<file path="src/rtl/assert_macros.svh">
// ----------------------------------------------------------------------------
// assert_macros.svh
// Shared concurrent assertion shorthands for the ranker RTL.
// ----------------------------------------------------------------------------
`ifndef ASSERT_MACROS_SVH
`define ASSERT_MACROS_SVH

// Check a property on every rising clock edge outside reset.
`define ASSERT_CLK(lbl, clk, rst, prop, msg) \
  lbl: assert property (@(posedge clk) disable iff (rst) (prop)) else $error(msg);

// Check that a condition never holds outside reset.
`define ASSERT_NEVER(lbl, clk, rst, cond, msg) \
  lbl: assert property (@(posedge clk) disable iff (rst) !(cond)) else $error(msg);

`endif

</file>
<file path="src/rtl/tks_pkg.sv">
// ----------------------------------------------------------------------------
// tks_pkg
// Types and constants shared by the top-k ranker modules.
// ----------------------------------------------------------------------------
package tks_pkg;

  localparam int unsigned SCORE_W     = 16;
  localparam int unsigned TAG_W       = 16;
  localparam int unsigned RANK_W      = 3;
  localparam int unsigned QUEUE_DEPTH = 2;

  // One incoming request
  typedef struct packed {
    logic [SCORE_W-1:0] score;
    logic [TAG_W-1:0]   tag;
  } item_t;

  // One emitted table entry
  typedef struct packed {
    logic [RANK_W-1:0]  rank;
    logic [SCORE_W-1:0] score;
    logic [TAG_W-1:0]   tag;
    logic               last;
  } result_t;

  // Back-end sequencer states
  typedef enum logic {
    ST_LOAD,
    ST_EMIT
  } back_state_t;

endpackage

</file>
<file path="src/rtl/tks_fifo.sv">
// ----------------------------------------------------------------------------
// tks_fifo
// Small register queue with push/full and pop/empty, first-word fall-through.
// ----------------------------------------------------------------------------
`include "assert_macros.svh"

module tks_fifo #(
  parameter int unsigned WIDTH = 32,
  parameter int unsigned DEPTH = 2
) (
  input  logic             clk,
  input  logic             rst,
  input  logic             push,
  input  logic [WIDTH-1:0] wdata,
  output logic             full,
  input  logic             pop,
  output logic [WIDTH-1:0] rdata,
  output logic             empty
);

  localparam int unsigned PTR_W = (DEPTH > 1) ? $clog2(DEPTH) : 1;
  localparam int unsigned CNT_W = $clog2(DEPTH + 1);

  logic [WIDTH-1:0] store [DEPTH];
  logic [PTR_W-1:0] wptr;
  logic [PTR_W-1:0] wptr_next;
  logic [PTR_W-1:0] rptr;
  logic [PTR_W-1:0] rptr_next;
  logic [CNT_W-1:0] count;
  logic [CNT_W-1:0] count_next;
  logic             do_push;
  logic             do_pop;

  assign full    = (count == CNT_W'(DEPTH));
  assign empty   = (count == '0);
  assign rdata   = store[rptr];
  assign do_push = push && !full;
  assign do_pop  = pop && !empty;

  // Advance pointers with explicit wrap
  always_comb begin
    wptr_next  = (wptr == PTR_W'(DEPTH - 1)) ? '0 : wptr + PTR_W'(1);
    rptr_next  = (rptr == PTR_W'(DEPTH - 1)) ? '0 : rptr + PTR_W'(1);
    count_next = count;
    if (do_push && !do_pop) begin
      count_next = count + CNT_W'(1);
    end else if (do_pop && !do_push) begin
      count_next = count - CNT_W'(1);
    end
  end

  // Track occupancy
  always_ff @(posedge clk) begin
    if (rst) begin
      wptr  <= '0;
      rptr  <= '0;
      count <= '0;
    end else begin
      if (do_push) begin
        wptr <= wptr_next;
      end
      if (do_pop) begin
        rptr <= rptr_next;
      end
      count <= count_next;
    end
  end

  // Hold queued requests
  always_ff @(posedge clk) begin
    if (do_push) begin
      store[wptr] <= wdata;
    end
  end

  `ASSERT_NEVER(a_count_range, clk, rst, count > CNT_W'(DEPTH), "fifo count above depth")
  `ASSERT_CLK(a_push_only, clk, rst, (do_push && !do_pop) |=> (count == $past(count) + CNT_W'(1)), "fifo count missed a push")
  `ASSERT_CLK(a_pop_only, clk, rst, (do_pop && !do_push) |=> (count == $past(count) - CNT_W'(1)), "fifo count missed a pop")

endmodule

</file>
<file path="src/rtl/tks_table.sv">
// ----------------------------------------------------------------------------
// tks_table
// Back end: sorted table of cells; each request is inserted, then the whole
// list is emitted one entry per cycle into the result queue while it is not full.
// ----------------------------------------------------------------------------
`include "assert_macros.svh"

module tks_table
  import tks_pkg::*;
#(
  parameter int unsigned DEPTH = 5
) (
  input  logic    clk,
  input  logic    rst,
  input  item_t   in_item,
  input  logic    in_empty,
  output logic    in_pop,
  output result_t res,
  input  logic    out_full,
  output logic    out_push
);

  localparam int unsigned IDX_W = (DEPTH > 1) ? $clog2(DEPTH) : 1;
  localparam int unsigned CNT_W = $clog2(DEPTH + 1);

  logic [SCORE_W-1:0] slot_score [DEPTH];
  logic [TAG_W-1:0]   slot_tag   [DEPTH];
  logic [CNT_W-1:0]   fill;
  logic [CNT_W-1:0]   fill_next;
  logic [CNT_W-1:0]   k;
  logic [CNT_W-1:0]   k_next;
  logic [DEPTH-1:0]   ge;
  logic               at_last;
  back_state_t        state;
  back_state_t        state_next;

  // Mark cells at or past the insertion point (empty cells count as past)
  for (genvar i = 0; i < DEPTH; i++) begin : g_cmp
    assign ge[i] = (fill <= CNT_W'(i)) || (in_item.score < slot_score[i]);
  end

  // Insert the new entry and shift later entries down by one
  for (genvar i = 0; i < DEPTH; i++) begin : g_cell
    if (i == 0) begin : g_head
      always_ff @(posedge clk) begin
        if (in_pop && ge[0]) begin
          slot_score[0] <= in_item.score;
          slot_tag[0]   <= in_item.tag;
        end
      end
    end else begin : g_body
      always_ff @(posedge clk) begin
        if (in_pop && ge[i-1]) begin
          slot_score[i] <= slot_score[i-1];
          slot_tag[i]   <= slot_tag[i-1];
        end else if (in_pop && ge[i]) begin
          slot_score[i] <= in_item.score;
          slot_tag[i]   <= in_item.tag;
        end
      end
    end
  end

  assign at_last = (k == fill - CNT_W'(1));

  // Next state
  always_comb begin
    state_next = state;
    case (state)
      ST_LOAD: begin
        if (!in_empty) begin
          state_next = ST_EMIT;
        end
      end
      ST_EMIT: begin
        if (!out_full && at_last) begin
          state_next = ST_LOAD;
        end
      end
      default: state_next = ST_LOAD;
    endcase
  end

  // Outputs and counters
  always_comb begin
    in_pop    = 1'b0;
    out_push  = 1'b0;
    fill_next = fill;
    k_next    = k;
    case (state)
      ST_LOAD: begin
        in_pop = !in_empty;
        k_next = '0;
        if (!in_empty && (fill != CNT_W'(DEPTH))) begin
          fill_next = fill + CNT_W'(1);
        end
      end
      ST_EMIT: begin
        out_push = !out_full;
        if (!out_full) begin
          k_next = k + CNT_W'(1);
        end
      end
      default: begin
        in_pop = 1'b0;
      end
    endcase
  end

  // Present the entry at the emit counter
  always_comb begin
    res.rank  = RANK_W'(k);
    res.score = slot_score[k[IDX_W-1:0]];
    res.tag   = slot_tag[k[IDX_W-1:0]];
    res.last  = at_last;
  end

  // Update control state
  always_ff @(posedge clk) begin
    if (rst) begin
      state <= ST_LOAD;
      fill  <= '0;
      k     <= '0;
    end else begin
      state <= state_next;
      fill  <= fill_next;
      k     <= k_next;
    end
  end

  `ASSERT_NEVER(a_fill_range, clk, rst, fill > CNT_W'(DEPTH), "fill count above table depth")
  `ASSERT_CLK(a_emit_range, clk, rst, (state == ST_EMIT) |-> (k < fill), "emit counter past fill count")
  `ASSERT_CLK(a_fill_grows, clk, rst, in_pop |=> ((fill >= $past(fill)) && (fill != '0)), "fill count shrank on insert")

endmodule

</file>
<file path="src/rtl/top_k_smallest_ranker_top.sv">
// ----------------------------------------------------------------------------
// top_k_smallest_ranker_top
// Keeps the TABLE_DEPTH smallest scores with their tags and lists them.
// ----------------------------------------------------------------------------
// Usage:
//   Input channel: drive score and tag with push; the request is taken on a
//   rising edge with push high and full low. A two-entry queue holds requests
//   while the table is busy.
//   Result channel: while empty is low the oldest result sits on rank,
//   entry_score_out, entry_tag_out and last; pop takes it. After every request
//   the full current list comes out in rank order, last high on its final
//   entry.
//   Sequence: each request is first inserted, then every stored entry is
//   emitted in rank order, up to TABLE_DEPTH entries. The emit sequencer does
//   one table read per cycle while the result queue is not full.
//   Reset (rst, synchronous) empties both queues and the table.
//   If the receiver stalls, the result queue fills, the sequencer holds, and
//   the input queue fills until full rises; nothing is dropped.
// ----------------------------------------------------------------------------
module top_k_smallest_ranker_top
  import tks_pkg::*;
#(
  parameter int unsigned TABLE_DEPTH = 5
) (
  input  logic               clk,
  input  logic               rst,
  input  logic               push,
  output logic               full,
  input  logic [SCORE_W-1:0] score,
  input  logic [TAG_W-1:0]   tag,
  output logic               empty,
  input  logic               pop,
  output logic [RANK_W-1:0]  rank,
  output logic [SCORE_W-1:0] entry_score_out,
  output logic [TAG_W-1:0]   entry_tag_out,
  output logic               last
);

  item_t   in_wr;
  item_t   in_rd;
  logic    in_empty;
  logic    in_pop;
  result_t res_wr;
  result_t res_rd;
  logic    res_full;
  logic    res_push;

  assign in_wr.score = score;
  assign in_wr.tag   = tag;

  // Queue incoming requests
  tks_fifo #(
    .WIDTH ($bits(item_t)),
    .DEPTH (QUEUE_DEPTH)
  ) u_in_q (
    .clk   (clk),
    .rst   (rst),
    .push  (push),
    .wdata (in_wr),
    .full  (full),
    .pop   (in_pop),
    .rdata (in_rd),
    .empty (in_empty)
  );

  // Insert and emit
  tks_table #(
    .DEPTH (TABLE_DEPTH)
  ) u_table (
    .clk      (clk),
    .rst      (rst),
    .in_item  (in_rd),
    .in_empty (in_empty),
    .in_pop   (in_pop),
    .res      (res_wr),
    .out_full (res_full),
    .out_push (res_push)
  );

  // Buffer results toward the receiver
  tks_fifo #(
    .WIDTH ($bits(result_t)),
    .DEPTH (QUEUE_DEPTH)
  ) u_out_q (
    .clk   (clk),
    .rst   (rst),
    .push  (res_push),
    .wdata (res_wr),
    .full  (res_full),
    .pop   (pop),
    .rdata (res_rd),
    .empty (empty)
  );

  assign rank            = res_rd.rank;
  assign entry_score_out = res_rd.score;
  assign entry_tag_out   = res_rd.tag;
  assign last            = res_rd.last;

endmodule

</file>
<file path="config.mk">
export PLATFORM = sky130hd
export DESIGN_NAME = top_k_smallest_ranker_top
export DESIGN_NICKNAME = d
export VERILOG_FILES = /design/src/rtl/tks_pkg.sv /design/src/rtl/tks_fifo.sv /design/src/rtl/tks_table.sv /design/src/rtl/top_k_smallest_ranker_top.sv
export VERILOG_INCLUDE_DIRS = /design/src /design/src/rtl
export SDC_FILE = /design/constraint.sdc
export NUM_CORES = 1
export LEC_CHECK = 0
export ABC_AREA = 0
export BUFFER_PORTS_ARGS = -buffer_cell sky130_fd_sc_hd__buf_4
export CAP_MARGIN = 25
export CELL_PAD_IN_SITES_DETAIL_PLACEMENT = 1
export CELL_PAD_IN_SITES_GLOBAL_PLACEMENT = 2
export CORE_ASPECT_RATIO = 1.2
export CORE_MARGIN = 3
export CORE_UTILIZATION = 39
export DETAILED_ROUTE_END_ITERATION = 8
export GPL_TIMING_DRIVEN = 0
export PLACE_DENSITY_LB_ADDON = 0.15
export SETUP_SLACK_MARGIN = 0.15
export SKIP_LAST_GASP = 1
export SLEW_MARGIN = 20
export SYNTH_ARGS = -nofsm -noshare
export SYNTH_HDL_FRONTEND = slang
export SYNTH_SLANG_ARGS = --single-unit
</file>
<file path="constraint.sdc">
create_clock -name clk -period 10.27 [get_ports clk]
set_clock_uncertainty 0.1 [all_clocks]
set_input_delay 1.027 -clock clk [delete_from_list [all_inputs] [get_ports clk]]
set_output_delay 1.027 -clock clk [all_outputs]
set_load 0.05 [all_outputs]
</file>
Word-level counts from Yosys, hierarchy flattened
Memory sizes are Yosys's and may differ from the RTL's. A register that Yosys moved wholly into a read port is not among the register bits.
Index checks and enable logic that the tools add are counted.
{"block": "totals", "n_memories": 4, "ff_bits": 15, "output_inout_bits": 38, "inputBits": 36, "ram_bits": 296}
{"memory": "u_table.slot_score", "words": 5, "width": 16, "read_ports": 6, "rd_clocked_by_memory_dff": 1, "wr": 5, "line": "tks_table.sv:26", "source": "logic [SCORE_W-1:0] slot_score [DEPTH];"}
{"memory": "u_table.slot_tag", "words": 5, "width": 16, "read_ports": 5, "rd_clocked_by_memory_dff": 1, "wr": 5, "line": "tks_table.sv:27", "source": "logic [TAG_W-1:0] slot_tag [DEPTH];"}
{"memory": "u_out_q.store", "words": 2, "width": 36, "read_ports": 1, "rd_clocked_by_memory_dff": 1, "wr": 1, "line": "tks_fifo.sv:24", "source": "logic [WIDTH-1:0] store [DEPTH];"}
{"memory": "u_in_q.store", "words": 2, "width": 32, "read_ports": 1, "rd_clocked_by_memory_dff": 1, "wr": 1, "line": "tks_fifo.sv:24"}
{"block": "classes", "n_eq_ne": 5, "n_bitwise": 9, "n_mux": 52, "reduce_logical": 33, "order_cmp": 10, "n_addsub": 11}
{"cell": "two-way mux 16 bit", "n": 8}
{"cell": "< comparator 16 bit", "n": 5}
{"cell": "two-way mux 1 bit", "n": 33}
{"cell": "logical AND 1 bit", "n": 15}
{"cell": "two-way mux 3 bit", "n": 5}
{"cell": "logical NOT 1 bit", "n": 8}
{"cell": "two-way mux 2 bit", "n": 4}
{"cell": "bitwise OR 1 bit", "n": 8}
{"cell": "adder 3 x 1 -> 3 bit, second input constant", "n": 2}
{"cell": "<= comparator 3 x 1 -> 1 bit, second input constant", "n": 2}
{"cell": "<= comparator 3 x 2 -> 1 bit, second input constant", "n": 2}
{"cell": "case mux 3 bit (2 select lines)", "n": 1}
{"cell": "logical OR 1 bit", "n": 5}
{"cell": "adder 1 bit, second input constant", "n": 4}
{"cell": "adder 2 x 1 -> 2 bit, second input constant", "n": 2}
{"cell": "equality test 2 bit, second input constant", "n": 2}
{"cell": "logical NOT 2 bit", "n": 2}
{"cell": "nonzero test 2 bit", "n": 2}
{"cell": "subtractor 2 x 1 -> 2 bit, second input constant", "n": 2}
{"cell": "equality test 3 bit", "n": 1}
{"cell": "<= comparator 3 bit, second input constant", "n": 1}
{"cell": "inequality test 3 bit, second input constant", "n": 1}
{"cell": "subtractor 3 x 1 -> 3 bit, second input constant", "n": 1}
{"cell": "inequality test 2 bit, second input constant", "n": 1}
{"cell": "3 further kinds", "n": 3}

Logic depth before layout (Yosys ltp)
Gate-level depths: netlist (run 1).
{"block": "logic_depth", "depth_word": 8, "depth_mapped": 12, "mapped_depth_nobuf": 8}

By module
A second synthesis (run 1) with hierarchy kept.
{"block": "unflattened", "hier_cells": 979, "hier_area_um2": 15423.5}
{"mod": "tks_table", "instances": 1, "area_each_um2": 10089.7, "seq_area_each_um2": 5004.8, "cells_per_inst": 717}
{"mod": "tks_fifo at u_out_q", "instances": 1, "area_each_um2": 2807.7, "seq_area_each_um2": 2262.2, "cells_per_inst": 137}
{"mod": "tks_fifo at u_in_q", "instances": 1, "area_each_um2": 2526.2, "seq_area_each_um2": 2021.9, "cells_per_inst": 125}

Least setup slack after synthesis (run 1)
No wires, ideal clock.
{"block": "synth_path", "kind": "flip-flop to flip-flop", "startpoint": "register with a tool-made name", "endpoint": "memory u_table.slot_score[4][0] (enable)", "n_path_buf": 2, "setup_slack_ns": 5.809, "required_ns": 9.738, "setup_ns": 0.432, "arrival_time_ns": 3.930, "period_less_slack_ns": 4.461, "stages_incl_launch_ff": 10, "path_cell_list": "dfxtp_1 -> buf_4 -> clkbuf_1 -> mux2_2 -> ha_1 -> a211oi_1 -> o21ai_0 -> a221oi_1 -> a211oi_2 -> a21oi_1"}
{"element": "to (decl)", "line": "tks_table.sv:26"}

==> results of run 1 <==
-- final timing paths --
kind / slack [ns] / from / end
max reg2reg: 5.44 / flip-flop / u_table.slot_score[1][2]
max: 5.44 / flip-flop / u_table.slot_score[1][2]
min: 0.41 / u_table.state / u_table.state
min reg2reg: 0.41 / u_table.state / u_table.state
-- cells in the mapped netlist (2+ instances only) --
cell | number | area, um2
a211oi_1 | 4 | 30.0
buf_4 | 4 | 30.0
nor2_1 | 24 | 90.1
a311oi_1 | 4 | 35.0
ha_1 | 84 | 1050
mux2i_1 | 2 | 20.0
buf_12 | 3 | 60.1
o21ai_0 | 18 | 90.1
nand3_1 | 3 | 15.0
o2111ai_1 | 2 | 17.5
nor3_1 | 4 | 20.0
a31oi_1 | 2 | 12.5
mux2_4 | 30 | 450
buf_1 | 8 | 30.0
buf_2 | 6 | 30.0
nand2b_1 | 3 | 18.8
a211oi_2 | 2 | 25.0
edfxtp_1 | 296 | 8890
inv_1 | 90 | 338
clkbuf_1 | 14 | 52.6
nand2_1 | 19 | 71.3
o21bai_1 | 2 | 15.0
dfxtp_1 | 20 | 400
o211ai_1 | 5 | 37.5
or3_1 | 2 | 12.5
nor3b_2 | 2 | 25.0
xnor2_1 | 5 | 43.8
nand4_1 | 11 | 68.8
mux4_2 | 32 | 721
and3_1 | 2 | 12.5
a21oi_1 | 41 | 205
xor2_1 | 9 | 78.8
o31ai_1 | 2 | 15.0
mux2_2 | 196 | 2210
-- layout make-up --
class                      count  area (um2)  share of cell area [%]
inverter                      90         338                    1.87
sequential                   316        9290                    51.3
timing repair buffer          88         878                    4.85
multi-input combinational    522        5580                    30.8
tap                          520         651                    3.59
clock buffer                  43         970                    5.36
clock inverter                21         188                    1.04
buffer                        36         214                    1.18
-- worst register-to-register path, cell delays in order, from the launching register on --
cell      delay, ns
dfxtp_1        0.31
buf_4          0.19
clkbuf_1       0.35
buf_6          0.24
mux2_2         0.48
ha_1           0.35
a21oi_1        0.16
nor2_1         0.07
o31ai_1        0.73
a22oi_2        0.28
a211oi_2       0.49
buf_2          0.44
mux2_2         0.39
-- kinds of logic (layout without fill, tap and decap cells) --
group                    count (synthesis)  count (layout)
AO/OA/AOI/OAI                           89              89
buffers and inverters                  126             278
XOR/XNOR                                14              14
AND/OR/NAND/NOR                         73              73
multiplexers                           262             262
flip-flops                             316             316
adder cells (fa/ha/maj)                 84              84
-- per-stage QoR --
step	std cells	power, W	utilization, %
after floorplan	964	0.00393	-
after global placement	1557	0.00467	43.1
after detailed placement	1571	0.00486	44.1
after CTS	1635	0.00616	47.2
after global routing	1636	0.00645	47.2
final	1636	0.00607	47.2
-- sequential cells by signal, summed over array words and instances, names as in the netlist, named ones only --
signal,cells
u_table.slot_score,80
u_in_q.count,2
u_table.slot_tag,80
u_out_q.rptr,1
u_table.k,3
u_table.state,1
u_out_q.wptr,1
u_out_q.store,72
u_in_q.store,64
u_in_q.wptr,1
u_table.fill,3
u_out_q.count,2
u_in_q.rptr,1
-- layer usage --
layer  up-vias  GRT usage (%)  routed length, um
li1       3952              -                  -
met1      4382           23.0              16300
met2       152           31.5              18800
met3        57           2.62               1350
met4         0           6.20               1140
met5         -              0                  0
-- where the power goes --
group	total (W)	switching (W)	internal, W
Sequential	0.00237	0.000251	0.00211
Clock	0.00126	0.000529	0.000732
Combinational	0.00244	0.00140	0.00104
==> run metrics, run 1 <==
cells along the critical path=buf_4 -> clkbuf_1 -> buf_6 -> mux2_2 -> ha_1 -> a21oi_1 -> nor2_1 -> o31ai_1 -> a22oi_2 -> a211oi_2 -> buf_2 -> mux2_2; Async SR Flop Fraction=0%; XOR/XNOR Fraction of Synth Area=0.799%; Synth Net Count=1084; CTS Buffer Depth=3; Post-Syn Area=15300 um2; sequential share of the synthesized area=60.5%; CTS clk-pin slew, worst paths=0.06 ns; initial DRC count=425; WL final=37600 um; pre-CTS setup slack=5.38 ns; CP most frequent cell=mux2_2; register bit total from synthesis=316; H-tree depth=2; Antenna Cells=0; CP max stage delay=0.73 ns; most frequent cells in the layout=296 x edfxtp_1, 196 x mux2_2, 90 x inv_1; worst endpoint required time=10.45 ns; die height=223 um; Core Region=38400 um2; gpl congestion=0.758; worst hold margin=0.411 ns; main combinational cell family by area after synthesis=multiplexers; remaining global-route overflow=0; # hold bufs at CTS=0; setup violators final=0; Starting Density=40.0%; CTS buffer count=36; vias in the first global route=9308; design area=18100 um2; total die area=41800 um2; Syn Inst Count=964; final setup margin=5.44 ns; CTS tree=built; Worst VDD drop=182 uV; antenna violations before repair=0; # rows=78; root buffer cell=clkbuf_16; CP Buf/Inv Count=4; unique cell type count in the Yosys netlist=47; Hold Path Depth=2; GRT Util Overall=18.0%; status=complete, no violations; Crit Path Max Fanout=10; Slew Limit Fails=0; drt via density=5.22; mux cell area share after synthesis=22.4%; pwr/cell area=335 nW/um2; DP HPWL=26600 um; Worst Hold Class=reg -> reg; simple-gate share of the synthesized area=2.32%; Post-synth EDFFs=296; first-pass GRT wire length=57200 um; Worst Max-Slew Pin Slew=0.954 ns; Adder-Cell Fraction of Synth Area=6.85%; ANT nets after route=0; Startpoint Class=flip-flop; FILL cells=3763; FMAX=0.207 GHz; Post-synth top flop=edfxtp_1; setup TNS=0 ns; Lkg Pwr=6.71 nW; via count=8543; nets@finish=1210; worst reg-to-reg path cell count=12; largest net degree at the start of global routing=25; final worst path period share=47.1%; layout cell share with drive strength beyond 1=38.5%; post_cts resized=0; CP Capture Type=flip-flop; final hold violation count=0; Post-CTS Setup Bufs=0; Layout area overhead=18.0%; RSZ-0062 raised after global routing=no; CP arrival=5.01 ns; CTS sink count=316; wire per inst=23.0 um; crit path time final=4.83 ns; drt pass-1 iters=6; clk_lat worst skew=0.53 ns; Compound-Gate Fraction of Synth Area=3.55%; commonest non-fill, non-tap cell in the layout=edfxtp_1; CP delay by family, top=compound AO/OA/AOI/OAI gates; Rel. slew slack=36.4%; DRC Markers=0; Ports=74; Die X=187 um; max cap viols=0; IO buf count=73; Synth Warn #=0; critical path's slowest cell=o31ai_1; cell area after placement=16900 um2; Crit Path Category=reg -> reg; critical path depth=12; Avg Cell Area, Syn=15.9 um2
Power figures use the tool's default switching activity.
==> run 2, diff against run 1 <==
--- a/config.mk
+++ b/config.mk
@@ -6,7 +6,7 @@
 export SDC_FILE = /design/constraint.sdc
 export NUM_CORES = 1
 export LEC_CHECK = 0
-export ABC_AREA = 0
+export ABC_AREA = 1
 export BUFFER_PORTS_ARGS = -buffer_cell sky130_fd_sc_hd__buf_4
 export CAP_MARGIN = 25
 export CELL_PAD_IN_SITES_DETAIL_PLACEMENT = 1
==> constraint.sdc (replaced) <==
create_clock -name clk -period 5 [get_ports clk]
set_clock_uncertainty 0.1 [all_clocks]
set_input_delay 0.5 -clock clk [delete_from_list [all_inputs] [get_ports clk]]
set_output_delay 0.5 -clock clk [all_outputs]
set_load 0.05 [all_outputs]
==> run metrics, run 2 <==
status=complete, no violations; setup violators final=0 (unchanged); CP arrival=4.20 ns (-0.81 ns); Post-CTS Setup Bufs=0 (unchanged); r2r setup slk=0.92 ns (-4.51 ns); ANT nets after route=0 (unchanged); Async SR Flop Fraction=0% (unchanged); DP HPWL=35500 um (+34%); switching power of the nets=0.00617 W (+180%); sw frac=43.7% (+7.8 points); root buffer cell=clkbuf_16; Worst setup endpoint=u_table.slot_score[4][2]; wire per inst=20.1 um (-12%); die height=228 um (+1.9%); CTS buffer count=36 (unchanged); Synth Warn #=0 (unchanged); IO buf count=73 (unchanged); # hold bufs at CTS=0 (unchanged); Final Util=46.3% (-0.87 points); Die X=191 um (+1.9%); count leader, synth=nand2_1; first-pass GRT wire length=70300 um (+23%); cell area after placement=17500 um2 (+3.1%); gpl congestion=0.818 (+7.9%); CTS tree=built; design area=18600 um2 (+2.5%); clock power share=17.8% (-3.0 points); Post-Syn Area=16000 um2 (+3.9%); H-tree depth=2 (unchanged); clk_lat worst skew=0.53 ns (about the same); remaining global-route overflow=0 (unchanged); via count=11800 (+38%); Flop pwr share=35.7% (-3.3 points); Rel. slew slack=45.8% (+9.3 points); max cap viols=0 (unchanged); Avg Cell Area, Syn=10.1 um2 (-37%); total die area=43400 um2 (+3.8%); fin cells=2260 (+38%); Worst VDD drop=458 uV (+150%); Starting Density=39.8% (-0.18 points); worst reg-to-reg path cell count=12 (unchanged); unique cell type count in the Yosys netlist=29 (-38%); worst endpoint required time=5.12 ns (-5.33 ns); Core Region=40000 um2 (+4.4%); Worst Max-Slew Pin Slew=0.814 ns (-0.140 ns); Startpoint Class=flip-flop; CP Capture Type=flip-flop; Crit Path Category=reg -> reg; DRC Markers=0 (unchanged); Lkg Pwr=7.73 nW (+15%); sequential share of the synthesized area=58.2% (-2.3 points); most frequent cells in the layout=432 x nand2_1, 296 x edfxtp_1, 128 x nand4_1; drt via density=5.23 (about the same); FF-to-FF End=u_table.slot_score[4][2]; largest net degree at the start of global routing=28 (+12%); crit path time final=4.08 ns (-0.756 ns); post_cts resized=0 (unchanged); CTS sink count=316 (unchanged); commonest non-fill, non-tap cell in the layout=nand2_1; nets@finish=1822 (+51%); WL final=45500 um (+21%); Syn Inst Count=1581 (+64%); GRT Util Overall=21.2% (+3.1 points); combinational power share=46.5% (+6.3 points); final worst path period share=81.5% (+34 points); Layout area overhead=16.3%; # rows=80 (+2.6%); biggest regs=u_table.slot_score: 80 flops, u_table.slot_tag: 80 flops, u_out_q.store: 72 flops; initial DRC count=645 (+52%); CTS clk-pin slew, worst paths=0.06 ns (about the same); pwr/cell area=760 nW/um2 (+130%); Post-synth top flop=edfxtp_1; synth cell count leaders=433 x nand2_1, 296 x edfxtp_1, 128 x nand4_1, 126 x nor2_1, 120 x inv_1; final hold violation count=0 (unchanged); worst hold margin=0.0523 ns (-0.359 ns); antenna violations before repair=0 (unchanged); layout cell share with drive strength beyond 1=13.3% (-25 points); Synth Net Count=1701 (+57%); register bit total from synthesis=316 (unchanged); largest area contributor in the netlist=edfxtp_1; Post-synth EDFFs=296 (unchanged); vias in the first global route=12600 (+35%); synth top area cells=edfxtp_1 56%, nand2_1 10%, ha_1 6.6%; Synth top area share=55.7% (-2.2 points); CTS Buffer Depth=3 (unchanged); setup TNS=0 ns (unchanged); worst hold start=score[11]; Antenna Cells=0 (unchanged); Slew Limit Fails=0 (unchanged); Crit Path Max Fanout=21 (+11); RSZ-0062 raised after global routing=no; drt pass-1 iters=5 (-1); FMAX=0.245 GHz (+19%); Worst Hold Class=in -> reg; number of cells after detailed placement=2197 (+40%); Ports=74 (unchanged); Int Pwr=0.00793 W (+100%)
run 2: cell types whose count changed in the layout (fill, tap and decap cells not counted), sizes merged, moves of 12 or more:
cell    before  now
mux4        32    0
buf        110  128
nand2       19  439
mux2       227   36
nand3        3   15
a31oi        2   33
clkbuf      57   88
nand4       11  128
inv         93  123
a21oi       41   84
nor2        24  126
o21ai       18   92
run 2: how the worst min path moves through the flow:
stage,end,slack [ns],cells after the start
finish,u_in_q.store[1][27],0.05,1
global route,u_in_q.store[0][24],0.03,1
CTS,u_in_q.store[0][28],0.02,1
detailed placement,u_in_q.rptr,0.36,1
global placement,u_in_q.rptr,0.34,1
floorplan,flip-flop,0.33,1
run 2: worst max-delay path: stages, from the launching register on:
cell and delay [ns]:
dfxtp_1 0.33, buf_6 0.13, clkbuf_1 0.42, nand2_1 0.11, nand2_1 0.47, ha_1 0.34, a21oi_1 0.17, o21ai_0 0.14
a21oi_1 0.32, a21oi_4 0.20, buf_2 0.26, a31oi_4 0.49, buf_16 0.25
run 2: kinds of logic after synthesis:
family / count (synthesis) / share of synthesized area, %
buffers and inverters: 212 / 5.75
and+or+nand+nor: 714 / 19.3
muxes: 36 / 2.54
xor gates and xnor gates: 3 / 0.165
AOI/OAI and AO/OA: 216 / 7.43
DFF: 316 / 58.2
adders and majority gates: 84 / 6.59
run 2: routing by layer:
layer  wire length, um  track usage, %  share of wire [%]
met5                 0               0                  0
met3              2020            3.05                4.4
met2             23200            39.0                 51
met1             19200            26.0                 42
met4              1060            5.75                2.3
run 2: metrics by stage:
stage / setup slack [ns] / power, W
floorplan: 0.231 / 0.00920
global placement: -2.19 / 0.0112
detailed placement: 0.885 / 0.0117
CTS: 0.848 / 0.0142
global route: 0.639 / 0.0152
finish: 0.923 / 0.0141
run 2: final cells by class:
cell class	count	area (um2)
Clock inverter	19	156
Timing Repair Buffer	83	769
Clock buffer	44	931
Inverter	123	464
Multi-Input combinational cell	1053	5820
Sequential cell	316	9290
Buffer	89	453
Tap cell	533	667
Fill cell	4493	21500
run 2: power by group through the flow:
| stage | clock network, W | registers, W | logic, W |
|---|---|---|---|
| finish | 0.00250 | 0.00504 | 0.00656 |
| global route | 0.00267 | 0.00516 | 0.00733 |
| CTS | 0.00256 | 0.00504 | 0.00662 |
| detailed placement | 0 | 0.00509 | 0.00659 |
| global placement | 0 | 0.00518 | 0.00603 |
| floorplan | 0 | 0.00501 | 0.00419 |
